<file path="src/rtl/core/assert_macros.svh">
// ----------------------------------------------------------------------------
// Assertion macros
// Shared concurrent assertion forms, clocked on clk and disabled in reset.
// ----------------------------------------------------------------------------
`ifndef ASSERT_MACROS_SVH
`define ASSERT_MACROS_SVH

// Checks an implication on every rising clock edge outside reset.
`define ASSERT_IMPLY(label, cond, prop, msg) \
    label: assert property (@(posedge clk) disable iff (!rst_n) (cond) |-> (prop)) \
        else $error(msg);

// Checks a property in the cycle after a condition.
`define ASSERT_NEXT(label, cond, prop, msg) \
    label: assert property (@(posedge clk) disable iff (!rst_n) (cond) |=> (prop)) \
        else $error(msg);

// Checks a property that must hold on every edge outside reset.
`define ASSERT_ALWAYS(label, prop, msg) \
    label: assert property (@(posedge clk) disable iff (!rst_n) (prop)) \
        else $error(msg);

`endif

</file>
<file path="src/rtl/core/dq_pkg.sv">
// ----------------------------------------------------------------------------
// Double-ended queue package
// Opcodes, status codes and shared sizes for the double-ended queue.
// ----------------------------------------------------------------------------
`timescale 1ns / 1ps

package dq_pkg;

    localparam int DEPTH_DEF         = 16;
    localparam int ELEMENT_WIDTH_DEF = 32;
    localparam int OPCODE_W          = 3;
    localparam int PAYLOAD_W         = 32;
    localparam int STATUS_W          = 2;
    localparam int RES_DEPTH         = 3;
    localparam int RES_LEVEL_W       = 2;

    typedef enum logic [OPCODE_W-1:0] {
        OP_PUSH_FRONT = 3'd0,
        OP_PUSH_BACK  = 3'd1,
        OP_POP_FRONT  = 3'd2,
        OP_POP_BACK   = 3'd3,
        OP_CLEAR      = 3'd4
    } opcode_t;

    typedef enum logic [STATUS_W-1:0] {
        ST_DONE  = 2'd0,
        ST_EMPTY = 2'd1,
        ST_FULL  = 2'd2
    } status_t;

endpackage

</file>
<file path="src/rtl/core/dq_result_fifo.sv">
// ----------------------------------------------------------------------------
// Result buffer
// Three-entry queue that holds finished results until the output side
// takes them, so that the operation pipeline keeps moving under stalls.
// ----------------------------------------------------------------------------
`timescale 1ns / 1ps

module dq_result_fifo #(
    parameter int WIDTH = 8
) (
    input  logic                                clk,
    input  logic                                rst_n,
    input  logic                                push,
    input  logic [WIDTH-1:0]                    push_data,
    input  logic                                pop,
    output logic                                not_empty,
    output logic [WIDTH-1:0]                    head_data,
    output logic [dq_pkg::RES_LEVEL_W-1:0]      level
);

    localparam logic [dq_pkg::RES_LEVEL_W-1:0] LAST = dq_pkg::RES_LEVEL_W'(dq_pkg::RES_DEPTH - 1);

    logic [WIDTH-1:0]                   slot_reg [dq_pkg::RES_DEPTH];
    logic [dq_pkg::RES_LEVEL_W-1:0]     wr_ptr_reg;
    logic [dq_pkg::RES_LEVEL_W-1:0]     wr_ptr_next;
    logic [dq_pkg::RES_LEVEL_W-1:0]     rd_ptr_reg;
    logic [dq_pkg::RES_LEVEL_W-1:0]     rd_ptr_next;
    logic [dq_pkg::RES_LEVEL_W-1:0]     level_reg;
    logic [dq_pkg::RES_LEVEL_W-1:0]     level_next;

    always_comb
    begin
        wr_ptr_next = wr_ptr_reg;
        rd_ptr_next = rd_ptr_reg;
        level_next  = level_reg;
        if (push)
        begin
            wr_ptr_next = (wr_ptr_reg == LAST) ? '0 : wr_ptr_reg + 1'b1;
        end
        if (pop)
        begin
            rd_ptr_next = (rd_ptr_reg == LAST) ? '0 : rd_ptr_reg + 1'b1;
        end
        if (push && !pop)
        begin
            level_next = level_reg + 1'b1;
        end
        else if (pop && !push)
        begin
            level_next = level_reg - 1'b1;
        end
    end

    always_ff @(posedge clk or negedge rst_n)
    begin
        if (!rst_n)
        begin
            wr_ptr_reg <= '0;
            rd_ptr_reg <= '0;
            level_reg  <= '0;
        end
        else
        begin
            wr_ptr_reg <= wr_ptr_next;
            rd_ptr_reg <= rd_ptr_next;
            level_reg  <= level_next;
        end
    end

    always_ff @(posedge clk)
    begin
        if (push)
        begin
            slot_reg[wr_ptr_reg] <= push_data;
        end
    end

    assign not_empty = (level_reg != '0);
    assign head_data = slot_reg[rd_ptr_reg];
    assign level     = level_reg;

endmodule

</file>
<file path="src/rtl/core/double_ended_queue.sv">
// ----------------------------------------------------------------------------
// Double-ended queue
// Ring-buffer deque of payload words with push and pop at both ends.
// ----------------------------------------------------------------------------
//
//  Channel  Handshake            Beat fields
//  -------  -------------------  ----------------------------------
//  input    in_valid / in_stall  opcode, payload_in
//  output   out_valid/out_stall  payload_out, status, occupancy
//
//  One beat is accepted per cycle while in_stall is low; its result is
//  registered with the element memory read and then held in the result buffer.
//  The element memory has one write and one read port, and each operation
//  uses at most one of them, so operations follow each other without a bubble.
//  Reset clears the pointers and count; the element memory is left as is.
//  The input stalls only when the three-entry result buffer could overflow.
//
`timescale 1ns / 1ps

`include "assert_macros.svh"

module double_ended_queue #(
    parameter int DEPTH         = dq_pkg::DEPTH_DEF,
    parameter int ELEMENT_WIDTH = dq_pkg::ELEMENT_WIDTH_DEF
) (
    input  logic                             clk,
    input  logic                             rst_n,
    input  logic                             in_valid,
    output logic                             in_stall,
    input  logic [dq_pkg::OPCODE_W-1:0]      opcode,
    input  logic [dq_pkg::PAYLOAD_W-1:0]     payload_in,
    output logic                             out_valid,
    input  logic                             out_stall,
    output logic [dq_pkg::PAYLOAD_W-1:0]     payload_out,
    output logic [dq_pkg::STATUS_W-1:0]      status,
    output logic [$clog2(DEPTH+1)-1:0]       occupancy
);

    localparam int IW    = $clog2(DEPTH);
    localparam int CW    = $clog2(DEPTH + 1);
    localparam int RES_W = dq_pkg::PAYLOAD_W + dq_pkg::STATUS_W + CW;
    localparam logic [IW-1:0] LAST_IDX = IW'(DEPTH - 1);
    localparam logic [CW-1:0] FULL_CNT = CW'(DEPTH);
    localparam logic [dq_pkg::RES_LEVEL_W-1:0] RES_FULL = dq_pkg::RES_LEVEL_W'(dq_pkg::RES_DEPTH);

    logic [ELEMENT_WIDTH-1:0]            mem [DEPTH];
    logic [ELEMENT_WIDTH-1:0]            rdata_reg;

    logic [IW-1:0]                       front_reg;
    logic [IW-1:0]                       front_next;
    logic [IW-1:0]                       back_reg;
    logic [IW-1:0]                       back_next;
    logic [CW-1:0]                       count_reg;
    logic [CW-1:0]                       count_next;

    logic                                m_valid_reg;
    logic                                m_pop_reg;
    logic                                m_pop_next;
    logic [dq_pkg::STATUS_W-1:0]         m_status_reg;
    logic [dq_pkg::STATUS_W-1:0]         m_status_next;
    logic [CW-1:0]                       m_occ_reg;

    logic                                accept;
    logic                                take;
    logic                                mem_we;
    logic [IW-1:0]                       mem_waddr;
    logic                                mem_re;
    logic [IW-1:0]                       mem_raddr;
    logic                                is_full;
    logic                                is_empty;
    logic [IW-1:0]                       front_inc;
    logic [IW-1:0]                       front_dec;
    logic [IW-1:0]                       back_inc;
    logic [IW-1:0]                       back_dec;
    logic [RES_W-1:0]                    res_data;
    logic [RES_W-1:0]                    head_data;
    logic [dq_pkg::RES_LEVEL_W-1:0]      res_level;
    logic [dq_pkg::RES_LEVEL_W:0]        res_pending;
    logic [IW:0]                         back_sum;
    logic [IW:0]                         back_expect;
    logic                                push_op;

    assign res_pending = {1'b0, res_level} + (dq_pkg::RES_LEVEL_W + 1)'(m_valid_reg);
    assign in_stall    = (res_pending >= (dq_pkg::RES_LEVEL_W + 1)'(dq_pkg::RES_DEPTH));
    assign accept      = in_valid && !in_stall;
    assign take        = out_valid && !out_stall;

    assign is_full   = (count_reg == FULL_CNT);
    assign is_empty  = (count_reg == '0);
    assign front_inc = (front_reg == LAST_IDX) ? '0 : front_reg + 1'b1;
    assign front_dec = (front_reg == '0) ? LAST_IDX : front_reg - 1'b1;
    assign back_inc  = (back_reg == LAST_IDX) ? '0 : back_reg + 1'b1;
    assign back_dec  = (back_reg == '0) ? LAST_IDX : back_reg - 1'b1;

    always_comb
    begin
        front_next    = front_reg;
        back_next     = back_reg;
        count_next    = count_reg;
        mem_we        = 1'b0;
        mem_waddr     = back_reg;
        mem_re        = 1'b0;
        mem_raddr     = front_reg;
        m_pop_next    = 1'b0;
        m_status_next = dq_pkg::ST_DONE;
        if (accept)
        begin
            case (opcode)
                dq_pkg::OP_PUSH_FRONT:
                begin
                    if (is_full)
                    begin
                        m_status_next = dq_pkg::ST_FULL;
                    end
                    else
                    begin
                        mem_we     = 1'b1;
                        mem_waddr  = front_dec;
                        front_next = front_dec;
                        count_next = count_reg + 1'b1;
                    end
                end
                dq_pkg::OP_PUSH_BACK:
                begin
                    if (is_full)
                    begin
                        m_status_next = dq_pkg::ST_FULL;
                    end
                    else
                    begin
                        mem_we     = 1'b1;
                        mem_waddr  = back_reg;
                        back_next  = back_inc;
                        count_next = count_reg + 1'b1;
                    end
                end
                dq_pkg::OP_POP_FRONT:
                begin
                    if (is_empty)
                    begin
                        m_status_next = dq_pkg::ST_EMPTY;
                    end
                    else
                    begin
                        mem_re     = 1'b1;
                        mem_raddr  = front_reg;
                        m_pop_next = 1'b1;
                        front_next = front_inc;
                        count_next = count_reg - 1'b1;
                    end
                end
                dq_pkg::OP_POP_BACK:
                begin
                    if (is_empty)
                    begin
                        m_status_next = dq_pkg::ST_EMPTY;
                    end
                    else
                    begin
                        mem_re     = 1'b1;
                        mem_raddr  = back_dec;
                        m_pop_next = 1'b1;
                        back_next  = back_dec;
                        count_next = count_reg - 1'b1;
                    end
                end
                dq_pkg::OP_CLEAR:
                begin
                    front_next = '0;
                    back_next  = '0;
                    count_next = '0;
                end
                default:
                begin
                end
            endcase
        end
    end

    always_ff @(posedge clk or negedge rst_n)
    begin
        if (!rst_n)
        begin
            front_reg   <= '0;
            back_reg    <= '0;
            count_reg   <= '0;
            m_valid_reg <= 1'b0;
        end
        else
        begin
            front_reg   <= front_next;
            back_reg    <= back_next;
            count_reg   <= count_next;
            m_valid_reg <= accept;
        end
    end

    always_ff @(posedge clk)
    begin
        if (accept)
        begin
            m_pop_reg    <= m_pop_next;
            m_status_reg <= m_status_next;
            m_occ_reg    <= count_next;
        end
    end

    always_ff @(posedge clk)
    begin
        if (mem_we)
        begin
            mem[mem_waddr] <= ELEMENT_WIDTH'(payload_in);
        end
        if (mem_re)
        begin
            rdata_reg <= mem[mem_raddr];
        end
    end

    assign res_data = {
        (m_pop_reg ? dq_pkg::PAYLOAD_W'(rdata_reg) : {dq_pkg::PAYLOAD_W{1'b0}}),
        m_status_reg,
        m_occ_reg
    };

    dq_result_fifo #(
        .WIDTH (RES_W)
    ) u_result_fifo (
        .clk       (clk),
        .rst_n     (rst_n),
        .push      (m_valid_reg),
        .push_data (res_data),
        .pop       (take),
        .not_empty (out_valid),
        .head_data (head_data),
        .level     (res_level)
    );

    assign payload_out = head_data[RES_W-1 -: dq_pkg::PAYLOAD_W];
    assign status      = head_data[CW +: dq_pkg::STATUS_W];
    assign occupancy   = head_data[CW-1:0];

    assign back_sum    = {1'b0, front_reg} + (IW + 1)'(count_reg);
    assign back_expect = (back_sum >= (IW + 1)'(DEPTH)) ? back_sum - (IW + 1)'(DEPTH) : back_sum;
    assign push_op     = (opcode == dq_pkg::OP_PUSH_FRONT) || (opcode == dq_pkg::OP_PUSH_BACK);

    `ASSERT_ALWAYS(a_count_bound, count_reg <= FULL_CNT, "element count exceeds depth")
    `ASSERT_ALWAYS(a_back_tracks, back_expect == {1'b0, back_reg}, "back pointer out of step")
    `ASSERT_NEXT(a_full_push_holds, accept && is_full && push_op, count_reg == $past(count_reg) && front_reg == $past(front_reg), "full push changed state")
    `ASSERT_IMPLY(a_buffer_room, m_valid_reg, res_level != RES_FULL || take, "result buffer overflow")

endmodule

</file>
<file path="config.mk">
export PLATFORM = sky130hd
export DESIGN_NAME = double_ended_queue
export DESIGN_NICKNAME = d
export VERILOG_FILES = /design/src/rtl/core/dq_pkg.sv /design/src/rtl/core/dq_result_fifo.sv /design/src/rtl/core/double_ended_queue.sv
export VERILOG_INCLUDE_DIRS = /design/src /design/src/rtl/core
export SDC_FILE = /design/constraint.sdc
export NUM_CORES = 1
export LEC_CHECK = 0
export ABC_CLOCK_PERIOD_IN_PS = 8900
export BUFFER_PORTS_ARGS = -buffer_cell sky130_fd_sc_hd__buf_4
export CAP_MARGIN = 10
export CORE_ASPECT_RATIO = 1.4
export CORE_UTILIZATION = 60
export CTS_BUF_LIST = sky130_fd_sc_hd__clkbuf_8 sky130_fd_sc_hd__clkbuf_16
export DETAILED_ROUTE_END_ITERATION = 12
export PLACE_DENSITY_LB_ADDON = 0.25
export SETUP_SLACK_MARGIN = 0.15
export SYNTH_ARGS = -nofsm -noshare
export SYNTH_HDL_FRONTEND = slang
export SYNTH_SLANG_ARGS = --single-unit
</file>
<file path="constraint.sdc">
create_clock -name clk -period 8.9 [get_ports clk]
set_clock_uncertainty 0.1 [all_clocks]
set_input_delay 0.89 -clock clk [delete_from_list [all_inputs] [get_ports clk]]
set_output_delay 0.89 -clock clk [all_outputs]
set_load 0.02 [all_outputs]
</file>
==> results.md <==
- Post-route cell area: 36100 sq um
- Cell Count, Final, Fillers Out: between 3000 and 4000
- Dpl cell area: 33900 sq um
- DIE HEIGHT: around 280 microns
- Initial detailed-routing violation count: 2180
- Layout Nets: ~2600
- DR vias: 22500
- # DRC: 0
- DRT Pass-1 Iters: 6
- Fin crit share: 0.611
- Setup Crit Path Kind: flip-flop to flip-flop
- Placed insts: ~3200
- Critical-path top delay cell: nor2_4
- Mapped cell area: 32700 sq um
- Setup TNS Final: 0 ns
- Worst skew pair latency: between 0.6 and 0.7 ns
- Max VDD drop: 0.215 mV
- Clock sinks: 689
- Layout cell share with drive strength beyond 1: 0.138
- Post-synthesis cell type count: roughly 70
- Actual slew at the worst max-slew pin: 1.23 ns
- Worst Hold Class: primary input to asynchronous set/reset pin
- Vias in the first global route: about 22000
- Vias per cell: 6.70
- Slew Limit Fails: 0
- Final hold violation count: 0
- Final Util: 0.675
- Max_cap viols: 0
- Required time worst endpoint: 9.16 ns
- Worst setup EP type: flip-flop
- Die area: 55400 sq um
- WL/cell: ~25 microns
- Gpl congestion: around 0.84
- Total Wirelength: around 85000 microns
- Run status: completed
- CTS H-Tree Depth: 3
- Clk root buf: clkbuf_16
- Mean Syn Cell Area: 12.5 sq um
- Clk buf depth: 3
- GRT Resource Usage Total: 0.312
- Grt ovf: 0
- Fillcell total: around 3700
- Synth warn: 0
- Max Fclk: between 150 and 200 MHz
- Max FFs per register: approximately 510
- Die width: roughly 200 microns
- Detailed Place HPWL: around 47000 microns
- Worst-path clk slew: around 0.070 ns
- Number of synthesized register bits: between 600 and 700
- Largest net degree at the start of global routing: between 150 and 200
- Final ANT Viol Nets: 0
- Hold-fix buffers, CTS: 0
- Site Rows: 100
- CTS tree: done
- Cts bufs inserted: 66
- Crit path top cell by count: buf_4
- Sequential area share after synthesis: 0.630
- Sequential cell area: slightly above 20000 sq um
- Post-CTS Resized: 0
- Core box area: 53400 sq um
- Ys flop type: edfxtp_1
- CP Cell Sequence: buf_4 -> inv_1 -> ha_2 -> buf_4 -> nor3b_2 -> nor2_4 -> buf_4 -> mux2_2 -> o2111a_1 -> a211oi_1 -> nand4_1
- Slew Limit Headroom: 0.176
- Gate Count Post-Synth: approximately 2600
- First-pass GRT wire length: 128000 microns
- Final period demand of the worst path: 5.44 ns
- Leakage: roughly 0.012 uW
- Worst setup SP type: flip-flop
- Crit Path Max Fanout: 112
- Setup violations, final: 0
- Post-synth net total: 2656
- Antenna violations before repair: 6
- Async SR Flop Fraction: 0.0290
- PortBufs: ~80
- Post-CTS setup buffers: 0
- CP peak stage delay: about 0.95 ns
- Area of the multi-input gates: 11400 sq um
- Synth-to-Final Area Change: 10.4%
- Crit path DAT: about 5.7 ns
- Pwr Density: about 300 nW/um^2
- # IOs: 80
- EDFF count, synth: between 600 and 700
- RSZ-0062 raised after global routing: no
- Starting Density: 0.612
[synthesized netlist by cell type (all sizes together), types with 2 or more instances]
cell type / instances / share of area
a2111oi: 13 / 0.0035
ha: 9 / 0.0034
o21bai: 3 / 0.00069
o22a: 2 / 0.00054
buf: 45 / 0.0073
o2111a: 4 / 0.0014
o211ai: 73 / 0.017
nor3b: 5 / 0.0011
inv: 15 / 0.0017
nand4: 4 / 0.00077
mux2: 85 / 0.029
edfxtp: 669 / 0.61
o41ai: 2 / 0.00077
a22oi: 5 / 0.0011
nand3b: 3 / 0.00069
xnor2: 2 / 0.00054
a211oi: 126 / 0.029
a21o: 3 / 0.00069
o22ai: 3 / 0.00057
nand3: 89 / 0.014
dfrtp: 20 / 0.015
nor4: 7 / 0.0018
and2: 32 / 0.0061
clkbuf: 166 / 0.019
o31ai: 4 / 0.00092
xor2: 3 / 0.00080
nand2: 478 / 0.055
nor3: 11 / 0.0018
mux2i: 182 / 0.056
a31oi: 90 / 0.017
o21ai: 62 / 0.0098
nor2b: 111 / 0.021
a21oi: 25 / 0.0039
a32oi: 53 / 0.014
or4bb: 48 / 0.017
and3: 6 / 0.0011
a222oi: 24 / 0.0074
a311oi: 10 / 0.0027
nor2: 40 / 0.0047
nand2b: 57 / 0.011
o32a: 2 / 0.00061
or2: 4 / 0.00077
[per-layer routing]
layer	vias up	GRT usage	share of wire
li1	9979	-	-
met1	11100	0.365	0.36
met2	1179	0.539	0.51
met3	262	0.0473	0.078
met4	0	0.183	0.051
met5	-	0	0
[critical path: cells and delay by family, from the launching register on]
family | cells | cell delay (ns)
compound gates | 2 | 0.46
fa+ha+maj | 1 | 0.48
flops | 1 | 0.34
mux | 1 | 0.40
simple gates | 3 | 1.28
buf+inv | 4 | 2.04
[stage by stage]
step	total power, uW	hold WS [ns]	setup slack (ns)
floorplan	7040	0.340	3.86
global placement	8170	0.345	3.63
detailed placement	8310	0.365	3.58
CTS	11000	0.0554	3.56
global route	11500	0.0829	3.18
finish	11100	0.0658	3.46
[final cells by class]
| cell class | instances | area share |
|---|---|---|
| clock inverter | 52 | 0.0122 |
| clock buffer | 67 | 0.0465 |
| tap | 714 | 0.0248 |
| multi-input combinational | 1693 | 0.316 |
| inverter | 15 | 0.00156 |
| antenna | 5 | 0.000347 |
| sequential | 689 | 0.571 |
| timing repair buffer | 131 | 0.0279 |
[power breakdown]
part / internal, uW / switching [uW]
clock: 1560 / 1200
combinational: 1440 / 2650
sequential: 3980 / 253
[path summary, 6_finish.rpt]
kind,slack (ns),endpoint,depth (start not counted),from
setup reg to reg,3.46,rdata_reg[29]$_DFFE_PP_,11,back_reg[0]$_DFFE_PN0P_
hold / removal,0.07,back_reg[1]$_DFFE_PN0P_,1,rst_n
setup / recovery,3.46,rdata_reg[29]$_DFFE_PP_,11,back_reg[0]$_DFFE_PN0P_
hold reg to reg,0.38,u_result_fifo.slot_reg[0][4]$_DFFE_PP_,0,m_occ_reg[4]$_DFFE_PN_
max in group asynchronous,8.37,front_reg[0]$_DFFE_PN0P_,1,rst_n
min in group clk,0.38,u_result_fifo.slot_reg[0][4]$_DFFE_PP_,0,m_occ_reg[4]$_DFFE_PN_
[kinds of logic (layout without fill, tap and decap cells)]
family                     after synthesis  in the layout  share of synthesized area
and+or+nand+nor                        900            900                      0.138
DFF                                    689            689                      0.630
xor gates and xnor gates                 5              5                    0.00134
muxes                                  267            267                     0.0851
buffers and inverters                  226            265                     0.0281
AOI/OAI and AO/OA                      512            512                      0.114
adders and majority gates                9              9                    0.00345
other                                    0              5                          0
[layout by cell type, fill, tap and decap left out, types with 24 or more instances in the layout]
master / netlist / layout
a211oi_1: 126 / 126
a222oi_1: 24 / 24
a31oi_1: 90 / 90
a32oi_1: 53 / 53
and2_1: 32 / 32
buf_4: 2 / 128
clkbuf_16: 0 / 67
edfxtp_1: 669 / 669
inv_1: 14 / 24
mux2_2: 85 / 85
mux2i_1: 181 / 180
nand2_1: 478 / 477
nand2b_1: 57 / 57
nand3_1: 89 / 89
nor2b_1: 111 / 111
o211ai_1: 73 / 73
o21ai_0: 60 / 60
or4bb_1: 48 / 48
No activity file was read; power rests on OpenSTA's default activity.
